===== src/design/cdm_pkg.sv =====
// Shared types and constants for the curvature drive mixer.
package cdm_pkg;

    // Sequencer states, also the datapath operation codes
    localparam logic [4:0] ST_IDLE      = 5'd0;
    localparam logic [4:0] ST_SIN_A     = 5'd1;
    localparam logic [4:0] ST_SIN_X2    = 5'd2;
    localparam logic [4:0] ST_SIN_P1    = 5'd3;
    localparam logic [4:0] ST_SIN_P2    = 5'd4;
    localparam logic [4:0] ST_SIN_P3    = 5'd5;
    localparam logic [4:0] ST_SIN_R     = 5'd6;
    localparam logic [4:0] ST_PASS_MUL  = 5'd7;
    localparam logic [4:0] ST_DIV_LD    = 5'd8;
    localparam logic [4:0] ST_DIV_STEP  = 5'd9;
    localparam logic [4:0] ST_DIV_END   = 5'd10;
    localparam logic [4:0] ST_IN_MUL    = 5'd11;
    localparam logic [4:0] ST_IN_ACC    = 5'd12;
    localparam logic [4:0] ST_IN_HALF   = 5'd13;
    localparam logic [4:0] ST_IN_ADD    = 5'd14;
    localparam logic [4:0] ST_QS_KEEP   = 5'd15;
    localparam logic [4:0] ST_QS_WA     = 5'd16;
    localparam logic [4:0] ST_QS_SC     = 5'd17;
    localparam logic [4:0] ST_QS_SUM    = 5'd18;
    localparam logic [4:0] ST_NT_1      = 5'd19;
    localparam logic [4:0] ST_NT_2      = 5'd20;
    localparam logic [4:0] ST_NT_3      = 5'd21;
    localparam logic [4:0] ST_NT_4      = 5'd22;
    localparam logic [4:0] ST_MIX       = 5'd23;

    // Configuration register indexes
    localparam logic [2:0] CFG_WHEEL_DB   = 3'd0;
    localparam logic [2:0] CFG_THR_DB     = 3'd1;
    localparam logic [2:0] CFG_HI_CURVE   = 3'd2;
    localparam logic [2:0] CFG_LO_CURVE   = 3'd3;
    localparam logic [2:0] CFG_TURN_GAINS = 3'd4;
    localparam logic [2:0] CFG_IN_GAINS   = 3'd5;
    localparam logic [2:0] CFG_IN_THR     = 3'd6;
    localparam logic [2:0] CFG_QS_SET     = 3'd7;

    // Multiplier shift selects
    localparam logic [1:0] SH_15 = 2'd0;
    localparam logic [1:0] SH_11 = 2'd1;
    localparam logic [1:0] SH_1  = 2'd2;

    // Sine polynomial, Q15
    localparam logic signed [17:0] SIN_C1 = 18'sd51466;
    localparam logic signed [17:0] SIN_C3 = 18'sd21077;
    localparam logic signed [17:0] SIN_C5 = 18'sd2383;

    typedef struct packed {
        logic [14:0] wheel_db;
        logic [14:0] thr_db;
        logic [14:0] hi_curve;
        logic [14:0] lo_curve;
        logic [31:0] turn_gains;
        logic [63:0] inertia_gains;
        logic [14:0] inertia_thr;
        logic [47:0] qs_set;
    } t_cfg;

    typedef struct packed {
        logic [4:0] op;
        logic       pass;
        logic       load;
        logic       out_we;
    } t_cmd;

    typedef struct packed {
        logic hg;
        logic qt;
        logic den_zero;
        logic qs_on;
        logic div_last;
    } t_sts;

endpackage


===== src/design/cdm_if.sv =====
// Request channel interfaces for the curvature drive mixer.
interface cdm_in_if #(parameter int SW = 16);
    logic          valid;
    logic          ready;
    logic [SW-1:0] throttle;
    logic [SW-1:0] steer;
    logic          quick_turn;
    logic          high_gear;
    modport source (output valid, throttle, steer, quick_turn, high_gear, input ready);
    modport sink   (input valid, throttle, steer, quick_turn, high_gear, output ready);
endinterface

interface cdm_out_if #(parameter int SW = 16);
    logic          valid;
    logic          ready;
    logic [SW-1:0] left_power;
    logic [SW-1:0] right_power;
    modport source (output valid, left_power, right_power, input ready);
    modport sink   (input valid, left_power, right_power, output ready);
endinterface

interface cdm_cfg_if;
    logic        valid;
    logic        ready;
    logic [2:0]  index;
    logic [63:0] data;
    modport source (output valid, index, data, input ready);
    modport sink   (input valid, index, data, output ready);
endinterface


===== src/design/cdm_cfg.sv =====
// Configuration register file.
module cdm_cfg (
    input  logic          i_clk,
    input  logic          i_rst_n,
    cdm_cfg_if.sink       i_cfg,
    output cdm_pkg::t_cfg o_cfg
);
    import cdm_pkg::*;

    t_cfg r_cfg;

    assign i_cfg.ready = 1'b1;
    assign o_cfg       = r_cfg;

    always_ff @(posedge i_clk) begin
        if (!i_rst_n) begin
            r_cfg.wheel_db      <= 15'd655;
            r_cfg.thr_db        <= 15'd655;
            r_cfg.hi_curve      <= 15'd21299;
            r_cfg.lo_curve      <= 15'd16384;
            r_cfg.turn_gains    <= 32'd1395872563;
            r_cfg.inertia_gains <= 64'd4611747592420737024;
            r_cfg.inertia_thr   <= 15'd21299;
            r_cfg.qs_set        <= 48'd70368958959616;
        end else if (i_cfg.valid) begin
            unique case (i_cfg.index)
                CFG_WHEEL_DB:   r_cfg.wheel_db      <= i_cfg.data[14:0];
                CFG_THR_DB:     r_cfg.thr_db        <= i_cfg.data[14:0];
                CFG_HI_CURVE:   r_cfg.hi_curve      <= i_cfg.data[14:0];
                CFG_LO_CURVE:   r_cfg.lo_curve      <= i_cfg.data[14:0];
                CFG_TURN_GAINS: r_cfg.turn_gains    <= i_cfg.data[31:0];
                CFG_IN_GAINS:   r_cfg.inertia_gains <= i_cfg.data;
                CFG_IN_THR:     r_cfg.inertia_thr   <= i_cfg.data[14:0];
                CFG_QS_SET:     r_cfg.qs_set        <= i_cfg.data[47:0];
                default: ;
            endcase
        end
    end

endmodule


===== src/design/cdm_ctrl.sv =====
// Sequencer for the mixer datapath.
module cdm_ctrl (
    input  logic          i_clk,
    input  logic          i_rst_n,
    input  logic          i_in_valid,
    output logic          o_in_ready,
    input  logic          i_out_ready,
    output logic          o_out_valid,
    input  cdm_pkg::t_sts i_sts,
    output cdm_pkg::t_cmd o_cmd
);
    import cdm_pkg::*;

    logic [4:0] r_state, n_state;
    logic       r_pass, n_pass;
    logic [1:0] r_cnt, n_cnt;
    logic       r_out_valid, n_out_valid;

    assign o_in_ready  = (r_state == ST_IDLE);
    assign o_out_valid = r_out_valid;

    always_comb begin
        n_state      = r_state;
        n_pass       = r_pass;
        n_cnt        = r_cnt;
        n_out_valid  = r_out_valid && !i_out_ready;
        o_cmd.op     = r_state;
        o_cmd.pass   = r_pass;
        o_cmd.load   = 1'b0;
        o_cmd.out_we = 1'b0;
        unique case (r_state)
            ST_IDLE: begin
                if (i_in_valid) begin
                    o_cmd.load = 1'b1;
                    n_state    = ST_SIN_A;
                    n_pass     = 1'b0;
                    n_cnt      = 2'd0;
                end
            end
            ST_SIN_A:  n_state = ST_SIN_X2;
            ST_SIN_X2: n_state = ST_SIN_P1;
            ST_SIN_P1: n_state = ST_SIN_P2;
            ST_SIN_P2: n_state = ST_SIN_P3;
            ST_SIN_P3: n_state = ST_SIN_R;
            ST_SIN_R: begin
                if (r_pass) begin
                    n_state = ST_DIV_LD;
                end else begin
                    n_pass  = 1'b1;
                    n_state = i_sts.den_zero ? ST_IN_MUL : ST_PASS_MUL;
                end
            end
            ST_PASS_MUL: n_state = ST_SIN_A;
            ST_DIV_LD:   n_state = ST_DIV_STEP;
            ST_DIV_STEP: begin
                if (i_sts.div_last) begin
                    n_state = ST_DIV_END;
                end
            end
            ST_DIV_END: begin
                n_cnt   = r_cnt + 2'd1;
                n_state = (n_cnt == (i_sts.hg ? 2'd2 : 2'd3)) ? ST_IN_MUL : ST_PASS_MUL;
            end
            ST_IN_MUL:  n_state = ST_IN_ACC;
            ST_IN_ACC:  n_state = ST_IN_HALF;
            ST_IN_HALF: n_state = ST_IN_ADD;
            ST_IN_ADD: begin
                if (i_sts.qt) begin
                    n_state = i_sts.qs_on ? ST_QS_KEEP : ST_MIX;
                end else begin
                    n_state = ST_NT_1;
                end
            end
            ST_QS_KEEP: n_state = ST_QS_WA;
            ST_QS_WA:   n_state = ST_QS_SC;
            ST_QS_SC:   n_state = ST_QS_SUM;
            ST_QS_SUM:  n_state = ST_MIX;
            ST_NT_1:    n_state = ST_NT_2;
            ST_NT_2:    n_state = ST_NT_3;
            ST_NT_3:    n_state = ST_NT_4;
            ST_NT_4:    n_state = ST_MIX;
            ST_MIX: begin
                if (!r_out_valid || i_out_ready) begin
                    o_cmd.out_we = 1'b1;
                    n_out_valid  = 1'b1;
                    n_state      = ST_IDLE;
                end
            end
            default: n_state = ST_IDLE;
        endcase
    end

    always_ff @(posedge i_clk) begin
        if (!i_rst_n) begin
            r_state     <= ST_IDLE;
            r_pass      <= 1'b0;
            r_cnt       <= 2'd0;
            r_out_valid <= 1'b0;
        end else begin
            r_state     <= n_state;
            r_pass      <= n_pass;
            r_cnt       <= n_cnt;
            r_out_valid <= n_out_valid;
        end
    end

endmodule


===== src/design/cdm_dp.sv =====
// Mixer datapath: shared multiplier, serial divider, accumulators, output mix.
module cdm_dp #(
    parameter int SW = 16,
    parameter int AW = 24
) (
    input  logic          i_clk,
    input  logic          i_rst_n,
    input  cdm_pkg::t_cfg i_cfg,
    input  cdm_pkg::t_cmd i_cmd,
    output cdm_pkg::t_sts o_sts,
    input  logic [SW-1:0] i_throttle,
    input  logic [SW-1:0] i_steer,
    input  logic          i_quick_turn,
    input  logic          i_high_gear,
    output logic [SW-1:0] o_left_power,
    output logic [SW-1:0] o_right_power
);
    import cdm_pkg::*;

    localparam int LW     = (AW + 3 > 23) ? AW + 3 : 23;
    localparam int MW     = LW + 2;
    localparam int IN_UP  = (SW < 16) ? 16 - SW : 0;
    localparam int IN_DN  = (SW > 16) ? SW - 16 : 0;
    localparam logic signed [LW:0] SAT_HI = {{(LW - AW + 2){1'b0}}, {(AW - 1){1'b1}}};
    localparam logic signed [LW:0] SAT_LO = -SAT_HI - 1;
    localparam logic signed [LW-1:0] DEC  = LW'(65536);
    localparam logic signed [LW-1:0] ONE  = LW'(32768);
    localparam logic signed [MW-1:0] ONE_M = MW'(32768);
    localparam logic [SW-1:0] MAXP = {1'b0, {(SW - 1){1'b1}}};

    function automatic logic signed [16:0] f_in(input logic [SW-1:0] raw);
        logic          neg;
        logic [SW-1:0] m;
        logic [SW+15:0] e;
        logic signed [16:0] v;
        neg = raw[SW-1];
        m   = neg ? (~raw + 1'b1) : raw;
        e   = ((SW + 16)'(m) << IN_UP) >> IN_DN;
        v   = $signed({1'b0, e[15:0]});
        return neg ? -v : v;
    endfunction

    function automatic logic signed [16:0] f_db(input logic signed [16:0] v,
                                                input logic [14:0] db);
        logic [16:0] m;
        m = v[16] ? 17'(-v) : 17'(v);
        return (m > {2'b0, db}) ? v : 17'sd0;
    endfunction

    function automatic logic [SW-1:0] f_out(input logic signed [MW-1:0] v);
        logic signed [MW-1:0] c;
        logic [16:0]    m;
        logic [SW+16:0] e;
        c = (v > ONE_M) ? ONE_M : ((v < -ONE_M) ? -ONE_M : v);
        m = c[MW-1] ? 17'(-c) : 17'(c);
        e = ((SW + 17)'(m) << IN_DN) >> IN_UP;
        if (c[MW-1]) begin
            return SW'(-e);
        end
        return (e > (SW + 17)'(MAXP)) ? MAXP : e[SW-1:0];
    endfunction

    function automatic logic signed [AW-1:0] f_sat(input logic signed [LW:0] v);
        logic signed [LW:0] c;
        c = (v > SAT_HI) ? SAT_HI : ((v < SAT_LO) ? SAT_LO : v);
        return c[AW-1:0];
    endfunction

    function automatic logic signed [AW-1:0] f_decay(input logic signed [AW-1:0] v);
        logic signed [LW-1:0] x;
        x = LW'(v);
        if (x > DEC) begin
            return AW'(x - DEC);
        end else if (x < -DEC) begin
            return AW'(x + DEC);
        end
        return '0;
    endfunction

    logic signed [16:0]   r_thr, r_prev, r_sin;
    logic signed [17:0]   r_neg;
    logic signed [LW-1:0] r_w, r_prod, r_keep, r_ang;
    logic                 r_hg, r_qt, r_tneg;
    logic [15:0]          r_a, r_x2, r_den, r_rem;
    logic [30:0]          r_num;
    logic [4:0]           r_dcnt;
    logic signed [AW-1:0] r_ia, r_qs;
    logic [SW-1:0]        r_left, r_right;

    logic [14:0]          curve;
    logic [15:0]          thr_mag, gain, sens, alpha, scal, sin_mag;
    logic [LW-1:0]        w_mag, t_mag, p_mag;
    logic signed [LW-1:0] wc, t_src, q_w;
    logic signed [17:0]   one_m_alpha;
    logic [16:0]          rem2, sin_r;
    logic [30:0]          q_c;
    logic                 div_ge;
    logic signed [16:0]   st_db, thr_db;

    logic signed [LW-1:0] m_a, m_res;
    logic signed [17:0]   m_b;
    logic [1:0]           m_sh;
    logic [LW-1:0]        m_am;
    logic [17:0]          m_bm;
    logic [LW+17:0]       m_p, m_ps;

    logic signed [MW-1:0] ang, left, right;

    assign curve       = r_hg ? i_cfg.hi_curve : i_cfg.lo_curve;
    assign thr_mag     = r_thr[16] ? 16'(-r_thr) : 16'(r_thr);
    assign w_mag       = r_w[LW-1] ? LW'(-r_w) : LW'(r_w);
    assign sens        = r_hg ? i_cfg.turn_gains[31:16] : i_cfg.turn_gains[15:0];
    assign alpha       = i_cfg.qs_set[31:16];
    assign scal        = i_cfg.qs_set[15:0];
    assign one_m_alpha = 18'sd32768 - $signed({2'b0, alpha});
    assign wc          = (r_w > ONE) ? ONE : ((r_w < -ONE) ? -ONE : r_w);
    assign sin_mag     = r_sin[16] ? 16'(-r_sin) : 16'(r_sin);
    assign t_src       = i_cmd.pass ? r_prod : LW'({1'b0, curve});
    assign t_mag       = t_src[LW-1] ? LW'(-t_src) : LW'(t_src);
    assign p_mag       = r_prod;
    assign sin_r       = (p_mag > LW'(32768)) ? 17'd32768 : p_mag[16:0];
    assign rem2        = {r_rem, r_num[30]};
    assign div_ge      = rem2 >= {1'b0, r_den};
    assign q_c         = (r_num > 31'd32768) ? 31'd32768 : r_num;
    assign q_w         = r_sin[16] ? -LW'(q_c) : LW'(q_c);
    assign st_db       = f_db(f_in(i_steer), i_cfg.wheel_db);
    assign thr_db      = f_db(f_in(i_throttle), i_cfg.thr_db);

    always_comb begin
        if (r_hg) begin
            gain = i_cfg.inertia_gains[63:48];
        end else if ((r_w > 0 && r_neg > 0) || (r_w < 0 && r_neg < 0)) begin
            gain = i_cfg.inertia_gains[47:32];
        end else if (w_mag > LW'(i_cfg.inertia_thr)) begin
            gain = i_cfg.inertia_gains[31:16];
        end else begin
            gain = i_cfg.inertia_gains[15:0];
        end
    end

    assign o_sts.hg       = r_hg;
    assign o_sts.qt       = r_qt;
    assign o_sts.den_zero = (sin_r == 17'd0);
    assign o_sts.qs_on    = thr_mag < i_cfg.qs_set[47:32];
    assign o_sts.div_last = (r_dcnt == 5'd30);

    // shared multiplier operand select
    always_comb begin
        m_a  = '0;
        m_b  = '0;
        m_sh = SH_15;
        unique case (i_cmd.op)
            ST_SIN_X2:   begin m_a = LW'({1'b0, r_a});  m_b = $signed({2'b0, r_a}); end
            ST_SIN_P1:   begin m_a = r_prod;            m_b = SIN_C5; end
            ST_SIN_P2:   begin m_a = LW'({1'b0, r_x2}); m_b = SIN_C3 - $signed(r_prod[17:0]); end
            ST_SIN_P3:   begin m_a = LW'({1'b0, r_a});  m_b = SIN_C1 - $signed(r_prod[17:0]); end
            ST_PASS_MUL: begin m_a = r_w;               m_b = $signed({3'b0, curve}); end
            ST_IN_MUL:   begin m_a = LW'(r_neg); m_b = $signed({2'b0, gain}); m_sh = SH_11; end
            ST_IN_HALF:  begin m_a = LW'(r_ia);  m_b = 18'sd1; m_sh = SH_1; end
            ST_QS_KEEP:  begin m_a = LW'(r_qs);  m_b = one_m_alpha; end
            ST_QS_WA:    begin m_a = wc;         m_b = $signed({2'b0, alpha}); end
            ST_QS_SC:    begin m_a = r_prod; m_b = $signed({2'b0, scal}); m_sh = SH_11; end
            ST_NT_1:     begin m_a = r_w;        m_b = $signed({2'b0, thr_mag}); end
            ST_NT_2:     begin m_a = r_prod;     m_b = $signed({2'b0, sens}); end
            ST_NT_3:     begin m_a = LW'(r_qs);  m_b = 18'sd1; m_sh = SH_1; end
            default: ;
        endcase
    end

    // sign-magnitude product, truncated toward zero
    always_comb begin
        m_am = m_a[LW-1] ? LW'(-m_a) : LW'(m_a);
        m_bm = m_b[17] ? 18'(-m_b) : 18'(m_b);
        m_p  = (LW + 18)'(m_am) * (LW + 18)'(m_bm);
        case (m_sh)
            SH_11:   m_ps = m_p >> 11;
            SH_1:    m_ps = m_p >> 1;
            default: m_ps = m_p >> 15;
        endcase
        m_res = (m_a[LW-1] ^ m_b[17]) ? -LW'(m_ps) : LW'(m_ps);
    end

    // output mix with over-range handling
    always_comb begin
        ang   = r_qt ? MW'(r_w) : MW'(r_ang);
        left  = MW'(r_thr) + ang;
        right = MW'(r_thr) - ang;
        if (left > ONE_M) begin
            if (r_qt) right = right - (left - ONE_M);
            left = ONE_M;
        end else if (right > ONE_M) begin
            if (r_qt) left = left - (right - ONE_M);
            right = ONE_M;
        end else if (left < -ONE_M) begin
            if (r_qt) right = right + (-ONE_M - left);
            left = -ONE_M;
        end else if (right < -ONE_M) begin
            if (r_qt) left = left + (-ONE_M - right);
            right = -ONE_M;
        end
    end

    assign o_left_power  = r_left;
    assign o_right_power = r_right;

    always_ff @(posedge i_clk) begin
        r_prod <= m_res;
        if (i_cmd.load) begin
            r_thr <= thr_db;
            r_neg <= 18'(st_db) - 18'(r_prev);
            r_w   <= LW'(st_db);
            r_hg  <= i_high_gear;
            r_qt  <= i_quick_turn;
        end
        unique case (i_cmd.op)
            ST_SIN_A: begin
                r_a    <= (t_mag > LW'(32768)) ? 16'd32768 : t_mag[15:0];
                r_tneg <= i_cmd.pass & t_src[LW-1];
            end
            ST_SIN_P1: r_x2 <= r_prod[15:0];
            ST_SIN_R: begin
                if (i_cmd.pass) begin
                    r_sin <= r_tneg ? -$signed(sin_r) : $signed(sin_r);
                end else begin
                    r_den <= sin_r[15:0];
                end
            end
            ST_DIV_LD: begin
                r_num <= {sin_mag, 15'd0};
                r_rem <= '0;
            end
            ST_DIV_STEP: begin
                r_rem <= div_ge ? 16'(rem2 - {1'b0, r_den}) : rem2[15:0];
                r_num <= {r_num[29:0], div_ge};
            end
            ST_DIV_END: r_w    <= q_w;
            ST_QS_WA:   r_keep <= r_prod;
            ST_IN_ADD:  r_w    <= r_w + r_prod;
            ST_NT_3:    r_ang  <= r_prod;
            ST_NT_4:    r_ang  <= r_ang - r_prod;
            ST_MIX: begin
                if (i_cmd.out_we) begin
                    r_left  <= f_out(left);
                    r_right <= f_out(right);
                end
            end
            default: ;
        endcase
    end

    // state that reset clears
    always_ff @(posedge i_clk) begin
        if (!i_rst_n) begin
            r_prev <= '0;
            r_ia   <= '0;
            r_qs   <= '0;
            r_dcnt <= '0;
        end else begin
            if (i_cmd.load) begin
                r_prev <= st_db;
            end
            if (i_cmd.op == ST_DIV_LD) begin
                r_dcnt <= '0;
            end else if (i_cmd.op == ST_DIV_STEP) begin
                r_dcnt <= r_dcnt + 5'd1;
            end
            if (i_cmd.op == ST_IN_ACC) begin
                r_ia <= f_sat((LW + 1)'(r_ia) + (LW + 1)'(r_prod));
            end else if (i_cmd.op == ST_IN_ADD) begin
                r_ia <= f_decay(r_ia);
            end
            if (i_cmd.op == ST_QS_SUM) begin
                r_qs <= f_sat((LW + 1)'(r_keep) + (LW + 1)'(r_prod));
            end else if (i_cmd.op == ST_NT_4) begin
                r_qs <= f_decay(r_qs);
            end
        end
    end

endmodule


===== src/design/curvature_drive_mixer_unit.sv =====
// Curvature drive mixer top level.
// Turns one throttle/steer request into left and right drive powers. Each request
// runs through one shared multiplier and a one-bit-per-cycle divider: a sine of the
// curve, then per shaping pass a multiply, a sine and a 31-step division (two passes
// in high gear, three in low, none for a zero curve), then the inertia steps
// (multiply, accumulate, halve, add), the turn-power steps if any and a mix step
// that waits for a free output. The next request is taken only after the result
// has gone to the output register.
module curvature_drive_mixer_unit #(
    parameter int SAMPLE_WIDTH = 16,
    parameter int ACCUM_WIDTH  = 24
) (
    input  logic       i_clk,
    input  logic       i_rst_n,
    cdm_cfg_if.sink    i_cfg,
    cdm_in_if.sink     i_in,
    cdm_out_if.source  o_out
);
    import cdm_pkg::*;

    t_cfg cfg;
    t_cmd cmd;
    t_sts sts;
    logic in_ready, out_valid;

    assign i_in.ready  = in_ready;
    assign o_out.valid = out_valid;

    cdm_cfg u_cfg (
        .i_clk   (i_clk),
        .i_rst_n (i_rst_n),
        .i_cfg   (i_cfg),
        .o_cfg   (cfg)
    );

    cdm_ctrl u_ctrl (
        .i_clk       (i_clk),
        .i_rst_n     (i_rst_n),
        .i_in_valid  (i_in.valid),
        .o_in_ready  (in_ready),
        .i_out_ready (o_out.ready),
        .o_out_valid (out_valid),
        .i_sts       (sts),
        .o_cmd       (cmd)
    );

    cdm_dp #(
        .SW (SAMPLE_WIDTH),
        .AW (ACCUM_WIDTH)
    ) u_dp (
        .i_clk         (i_clk),
        .i_rst_n       (i_rst_n),
        .i_cfg         (cfg),
        .i_cmd         (cmd),
        .o_sts         (sts),
        .i_throttle    (i_in.throttle),
        .i_steer       (i_in.steer),
        .i_quick_turn  (i_in.quick_turn),
        .i_high_gear   (i_in.high_gear),
        .o_left_power  (o_out.left_power),
        .o_right_power (o_out.right_power)
    );

endmodule

===== src/flat_wrapper.sv =====
// flat-port wrapper written by rule: the top's interface ports become plain ports
module curvature_drive_mixer_unit_flat import cdm_pkg::*;
#(
    parameter int SAMPLE_WIDTH = 16,
    parameter int ACCUM_WIDTH  = 24
)
  (i_clk, i_rst_n, i_cfg_valid, i_cfg_index, i_cfg_data, i_cfg_ready, i_in_valid, i_in_throttle, i_in_steer, i_in_quick_turn, i_in_high_gear, i_in_ready, o_out_valid, o_out_left_power, o_out_right_power, o_out_ready);
  cdm_cfg_if i_cfg_i ();
  cdm_in_if i_in_i ();
  cdm_out_if o_out_i ();
  input  logic i_clk;
  input  logic i_rst_n;
  input wire logic [$bits(i_cfg_i.valid)-1:0] i_cfg_valid;
  input wire logic [$bits(i_cfg_i.index)-1:0] i_cfg_index;
  input wire logic [$bits(i_cfg_i.data)-1:0] i_cfg_data;
  output wire logic [$bits(i_cfg_i.ready)-1:0] i_cfg_ready;
  input wire logic [$bits(i_in_i.valid)-1:0] i_in_valid;
  input wire logic [$bits(i_in_i.throttle)-1:0] i_in_throttle;
  input wire logic [$bits(i_in_i.steer)-1:0] i_in_steer;
  input wire logic [$bits(i_in_i.quick_turn)-1:0] i_in_quick_turn;
  input wire logic [$bits(i_in_i.high_gear)-1:0] i_in_high_gear;
  output wire logic [$bits(i_in_i.ready)-1:0] i_in_ready;
  output wire logic [$bits(o_out_i.valid)-1:0] o_out_valid;
  output wire logic [$bits(o_out_i.left_power)-1:0] o_out_left_power;
  output wire logic [$bits(o_out_i.right_power)-1:0] o_out_right_power;
  input wire logic [$bits(o_out_i.ready)-1:0] o_out_ready;
  assign i_cfg_i.valid = i_cfg_valid;
  assign i_cfg_i.index = i_cfg_index;
  assign i_cfg_i.data = i_cfg_data;
  assign i_cfg_ready = i_cfg_i.ready;
  assign i_in_i.valid = i_in_valid;
  assign i_in_i.throttle = i_in_throttle;
  assign i_in_i.steer = i_in_steer;
  assign i_in_i.quick_turn = i_in_quick_turn;
  assign i_in_i.high_gear = i_in_high_gear;
  assign i_in_ready = i_in_i.ready;
  assign o_out_valid = o_out_i.valid;
  assign o_out_left_power = o_out_i.left_power;
  assign o_out_right_power = o_out_i.right_power;
  assign o_out_i.ready = o_out_ready;
  curvature_drive_mixer_unit #(.SAMPLE_WIDTH(SAMPLE_WIDTH), .ACCUM_WIDTH(ACCUM_WIDTH)) u_core (.i_clk(i_clk), .i_rst_n(i_rst_n), .i_cfg(i_cfg_i), .i_in(i_in_i), .o_out(o_out_i));
endmodule

===== config.mk =====
export PLATFORM = sky130hd
export DESIGN_NAME = curvature_drive_mixer_unit_flat
export DESIGN_NICKNAME = d
export VERILOG_FILES = /design/src/design/cdm_pkg.sv /design/src/design/cdm_if.sv /design/src/design/cdm_cfg.sv /design/src/design/cdm_ctrl.sv /design/src/design/cdm_dp.sv /design/src/design/curvature_drive_mixer_unit.sv /design/src/flat_wrapper.sv
export SDC_FILE = /design/constraint.sdc
export NUM_CORES = 2
export LEC_CHECK = 0
export BUFFER_PORTS_ARGS = -buffer_cell sky130_fd_sc_hd__buf_2
export CORE_MARGIN = 1
export CORE_UTILIZATION = 43
export CTS_CLUSTER_DIAMETER = 120
export DETAILED_ROUTE_END_ITERATION = 12
export GPL_ROUTABILITY_DRIVEN = 1
export GPL_TIMING_DRIVEN = 0
export HOLD_SLACK_MARGIN = 0.08
export SLEW_MARGIN = 20
export SYNTH_ARGS = -nofsm -noshare
export SYNTH_HDL_FRONTEND = slang
export SYNTH_HIERARCHICAL = 1
export SYNTH_SLANG_ARGS = --single-unit
export TNS_END_PERCENT = 5

===== constraint.sdc =====
create_clock -name i_clk -period 12.15 [get_ports i_clk]
set_input_delay 1.215 -clock i_clk [delete_from_list [all_inputs] [get_ports i_clk]]
set_output_delay 1.215 -clock i_clk [all_outputs]
set_load 0.01 [all_outputs]

==> key figures <==
Setup path
  – Reg2reg path depth: 41
  – Worst r2r src: u_core/u_dp/r_qt
  – Largest fanout on the critical path: 10
  – R2R setup slack: -580 ps
  – Crit path DAT: 13140 ps
  – Largest stage delay on the critical path: 620 ps
  – CP Launch Type: flop
  – R2r endpoint: u_core/u_dp/o_left_power[15]
  – Crit Path Category: reg2reg
  – CP Capture Type: flop
  – Critical path data required time: 12560 ps
  – Slowest-stage cell, CP: xor2_1

Pwr
  – Peak supply drop: 0.000184 V
  – Switching Share: 0.539
  – Internal cell power: 8.89 mW
  – Register share of total power: 0.140
  – Power Dens Cells: 246 mW/mm^2
  – Comb pwr share: 0.741
  – Total power: 19.3 mW
  – Switching pwr: 10.4 mW
  – Pleak: 34.2 nW
  – Clock power frac: 0.120

Min path
  – Hold/Removal Path Class: reg2reg
  – WHS Path Cells: 2
  – Hold Crit Endpoint: u_core/u_cfg/o_cfg[197]
  – Hold path start: u_core/u_cfg/o_cfg[197]

Timing
  – Final clock skew: 44.1 ps
  – Worst slew pin tran: 1250 ps
  – Setup_tns: -10250 ps
  – Slew HR: 0.166
  – Min Clock Period, post-route: 12730 ps
  – RSZ-0062 raised after global routing: yes
  – Setup-failing EPs final: 34
  – Final hold vios: 0
  – F_max: 0.0786 GHz
  – Setup WS post-layout: -580 ps
  – Period utilization: 1.05
  – Max Transition Viols Final: 0

Die
  – Num rows: 146
  – Boundary Pins: 141
  – Initial core utilization: 0.435
  – Die height: 403 microns
  – Total Die Area: 0.163 sq mm
  – Core Region: 0.159 sq mm
  – Die W: 403 microns

Final layout
  – Layout area overhead: 13.5%
  – Layout cell share with drive strength beyond 1: 0.109
  – Final net count: 9856
  – Most common cell after layout, fill and taps aside: nand2_1
  – Most frequent cells in the layout: nand2_1, inv_1, nor2_1
  – Fill count: 15443
  – Post-route core utilization: 0.494

Clocking
  – TritonCTS buffer count: 70
  – Clock root cell: clkbuf_16
  – Max Root-Sink Buffers: 3
  – Clock sink count: 588
  – Skew-Pair Late Insertion Delay: 700 ps
  – CTS tree: done
  – CTS H-Tree Depth: 3
  – Clk slew on worst S/H paths: 70 ps
  – Hold buffers post-CTS: 0

Logic synthesis
  – Prevailing post-synth register cell: dfxtp_1
  – Mapped Avg Cell Area: 8.18 sq um
  – Syn Std Cell Area: 0.0692 sq mm
  – Async set or reset register ratio after synthesis: 0
  – Synth warn: 6
  – Number of flops mapped to enable cells by yosys: 263
  – Synthesized instance count: 8459
  – Flops & latches, synth: 588
  – Post-synthesis sequential area ratio: 0.208
  – Post-synth cell types: 135

Placement
  – Port Buffers: 135
  – Dpl hpwl: 223000 microns
  – Final Wtd Congestion: 1.02

GRT
  – Largest net degree at the start of global routing: 57
  – Initial antenna violation count: 9
  – Total track usage: 0.335
  – Number of global-route vias before repair: 63500
  – Congestion Overflow GR: 0
  – First-pass GRT wire length: 410000 microns

Routing
  – Routed vias/inst: 6.01
  – Via count: 66269
  – Drt total wl: 279000 microns
  – Post-route DRC: 0
  – Wire per inst: 25.3 microns
  – Final ANT Viol Nets: 0
  – TritonRoute pass-1 iters: 8
  – DRT iter0 DRCs: 6760

Status
  – Outcome: finished, violations left
  – Failing checks: negative setup slack

Run
  – Max Cap Viol: 0
[cells by family (layout without fill, tap and decap cells)]
kind of cell    count (synthesis)  after routing  share of synthesized area
flops                         588            588                      0.208
mux                           353            353                     0.0517
fa+ha+maj                     939            939                      0.214
simple gates                 2907           2907                      0.205
buf+inv                      1300           1693                     0.0740
xor+xnor                      517            517                     0.0655
compound gates               1853           1853                      0.181
other cells                     2             23                   0.000109
[worst max-delay path: cells and delay by family (launching register included)]
kind,cells,cell delay (ps)
compound gates,15,3900
simple gates,10,3330
fa+ha+maj,3,930
xor+xnor,1,620
flops,1,400
buf+inv,12,3240
[registers in the layout, indices dropped and copies added (netlist names), 18 cells and up]
name	flops
u_core/u_dp/r_qs	24
u_core/u_dp/r_ia	24
u_core/u_dp/r_w	27
u_core/u_dp/r_neg	18
u_core/u_dp/p_mag	27
u_core/u_dp/r_keep	27
u_core/u_dp/r_num	31
u_core/u_cfg/o_cfg	219
u_core/u_dp/r_ang	27
[area by class of cell]
class	instances	area, sq um	share of cell area
multi-input combinational	6588	51700	0.658
tap	2146	2690	0.0342
buffer	393	1980	0.0253
clock inverter	34	415	0.00529
clock buffer	96	2110	0.0268
sequential	588	14400	0.183
antenna	4	10.0	0.000127
timing repair buffer	269	1840	0.0234
inverter	901	3390	0.0432
[metrics by stage]
step / setup slack, ps / cells / instance area [sq um] / hold slack (ps)
5_1_grt: -843 / 11015 / 78500 / 477
4_1_cts: -488 / 10979 / 77700 / 459
6_report: -580 / 11019 / 78500 / 458
2_1_floorplan: 53.8 / 8476 / 69300 / 430
3_3_place_gp: -7780 / 10757 / 72600 / 442
3_5_place_dp: -6070 / 10780 / 73100 / 443
[synthesized netlist by cell type (36+ instances only)]
| library cell | number | share of area |
|---|---|---|
| nor2b_1 | 229 | 0.021 |
| inv_1 | 896 | 0.049 |
| xor2_1 | 198 | 0.025 |
| nand3_1 | 175 | 0.013 |
| buf_2 | 43 | 0.0031 |
| a31oi_1 | 70 | 0.0063 |
| edfxtp_1 | 263 | 0.11 |
| or2_2 | 36 | 0.0033 |
| o21bai_1 | 43 | 0.0047 |
| a22oi_1 | 67 | 0.0073 |
| dfxtp_1 | 325 | 0.094 |
| nand2_1 | 1000 | 0.054 |
| xnor2_1 | 318 | 0.040 |
| nand2b_1 | 109 | 0.0099 |
| fa_1 | 408 | 0.12 |
| o21a_1 | 61 | 0.0066 |
| a21oi_1 | 418 | 0.030 |
| nor3_1 | 139 | 0.010 |
| ha_1 | 531 | 0.096 |
| a211oi_1 | 59 | 0.0064 |
| nand4_1 | 77 | 0.0070 |
| nor2_1 | 601 | 0.033 |
| and3_1 | 93 | 0.0084 |
| clkbuf_1 | 301 | 0.016 |
| or3_1 | 71 | 0.0064 |
| a21boi_0 | 58 | 0.0063 |
| a21o_1 | 129 | 0.014 |
| and2_1 | 145 | 0.013 |
| o31ai_1 | 69 | 0.0075 |
| nor4_1 | 65 | 0.0059 |
| mux2i_1 | 319 | 0.046 |
| o211ai_1 | 47 | 0.0051 |
| a221oi_1 | 72 | 0.0091 |
| o21ai_0 | 396 | 0.029 |
[power groups by stage]
stage	clock (mW)	combinational [mW]	sequential [mW]
3_3_place_gp	0	12.5	2.72
3_5_place_dp	0	12.7	2.71
5_1_grt	2.41	15.3	2.67
2_1_floorplan	0	8.80	2.44
6_report	2.31	14.3	2.69
4_1_cts	2.33	13.6	2.66
[worst max path at each step]
stage	to	start	depth (start not counted)	slack, ps
final	u_core/u_dp/o_left_power[15]	u_core/u_dp/r_qt	41	-580
after global routing	u_core/u_dp/p_mag[26]	u_core/u_dp/r_w[10]	52	-840
after CTS	u_core/u_dp/p_mag[26]	u_core/u_dp/r_w[3]	55	-490
after detailed placement	u_core/u_dp/o_left_power[15]	u_core/u_dp/r_qt	47	-6070
after global placement	u_core/u_dp/o_left_power[15]	u_core/u_dp/r_qt	42	-7780
after floorplan	u_core/u_dp/p_mag[21]	u_core/u_dp/r_w[26]	57	50
[routing by layer]
layer | up-vias | track usage | wire [microns]
li1 | 30059 | - | -
met1 | 32327 | 0.436 | 114000
met2 | 3194 | 0.518 | 122000
met3 | 685 | 0.0697 | 25000
met4 | 4 | 0.182 | 17400
met5 | - | 0 | 26
[timing repair]
action,in CTS,in global routing
endpoints found under the setup margin,59,55
setup buffers,73,38
gates resized for setup,342,152
pin swaps,75,77
Power figures use the tool's default switching activity.
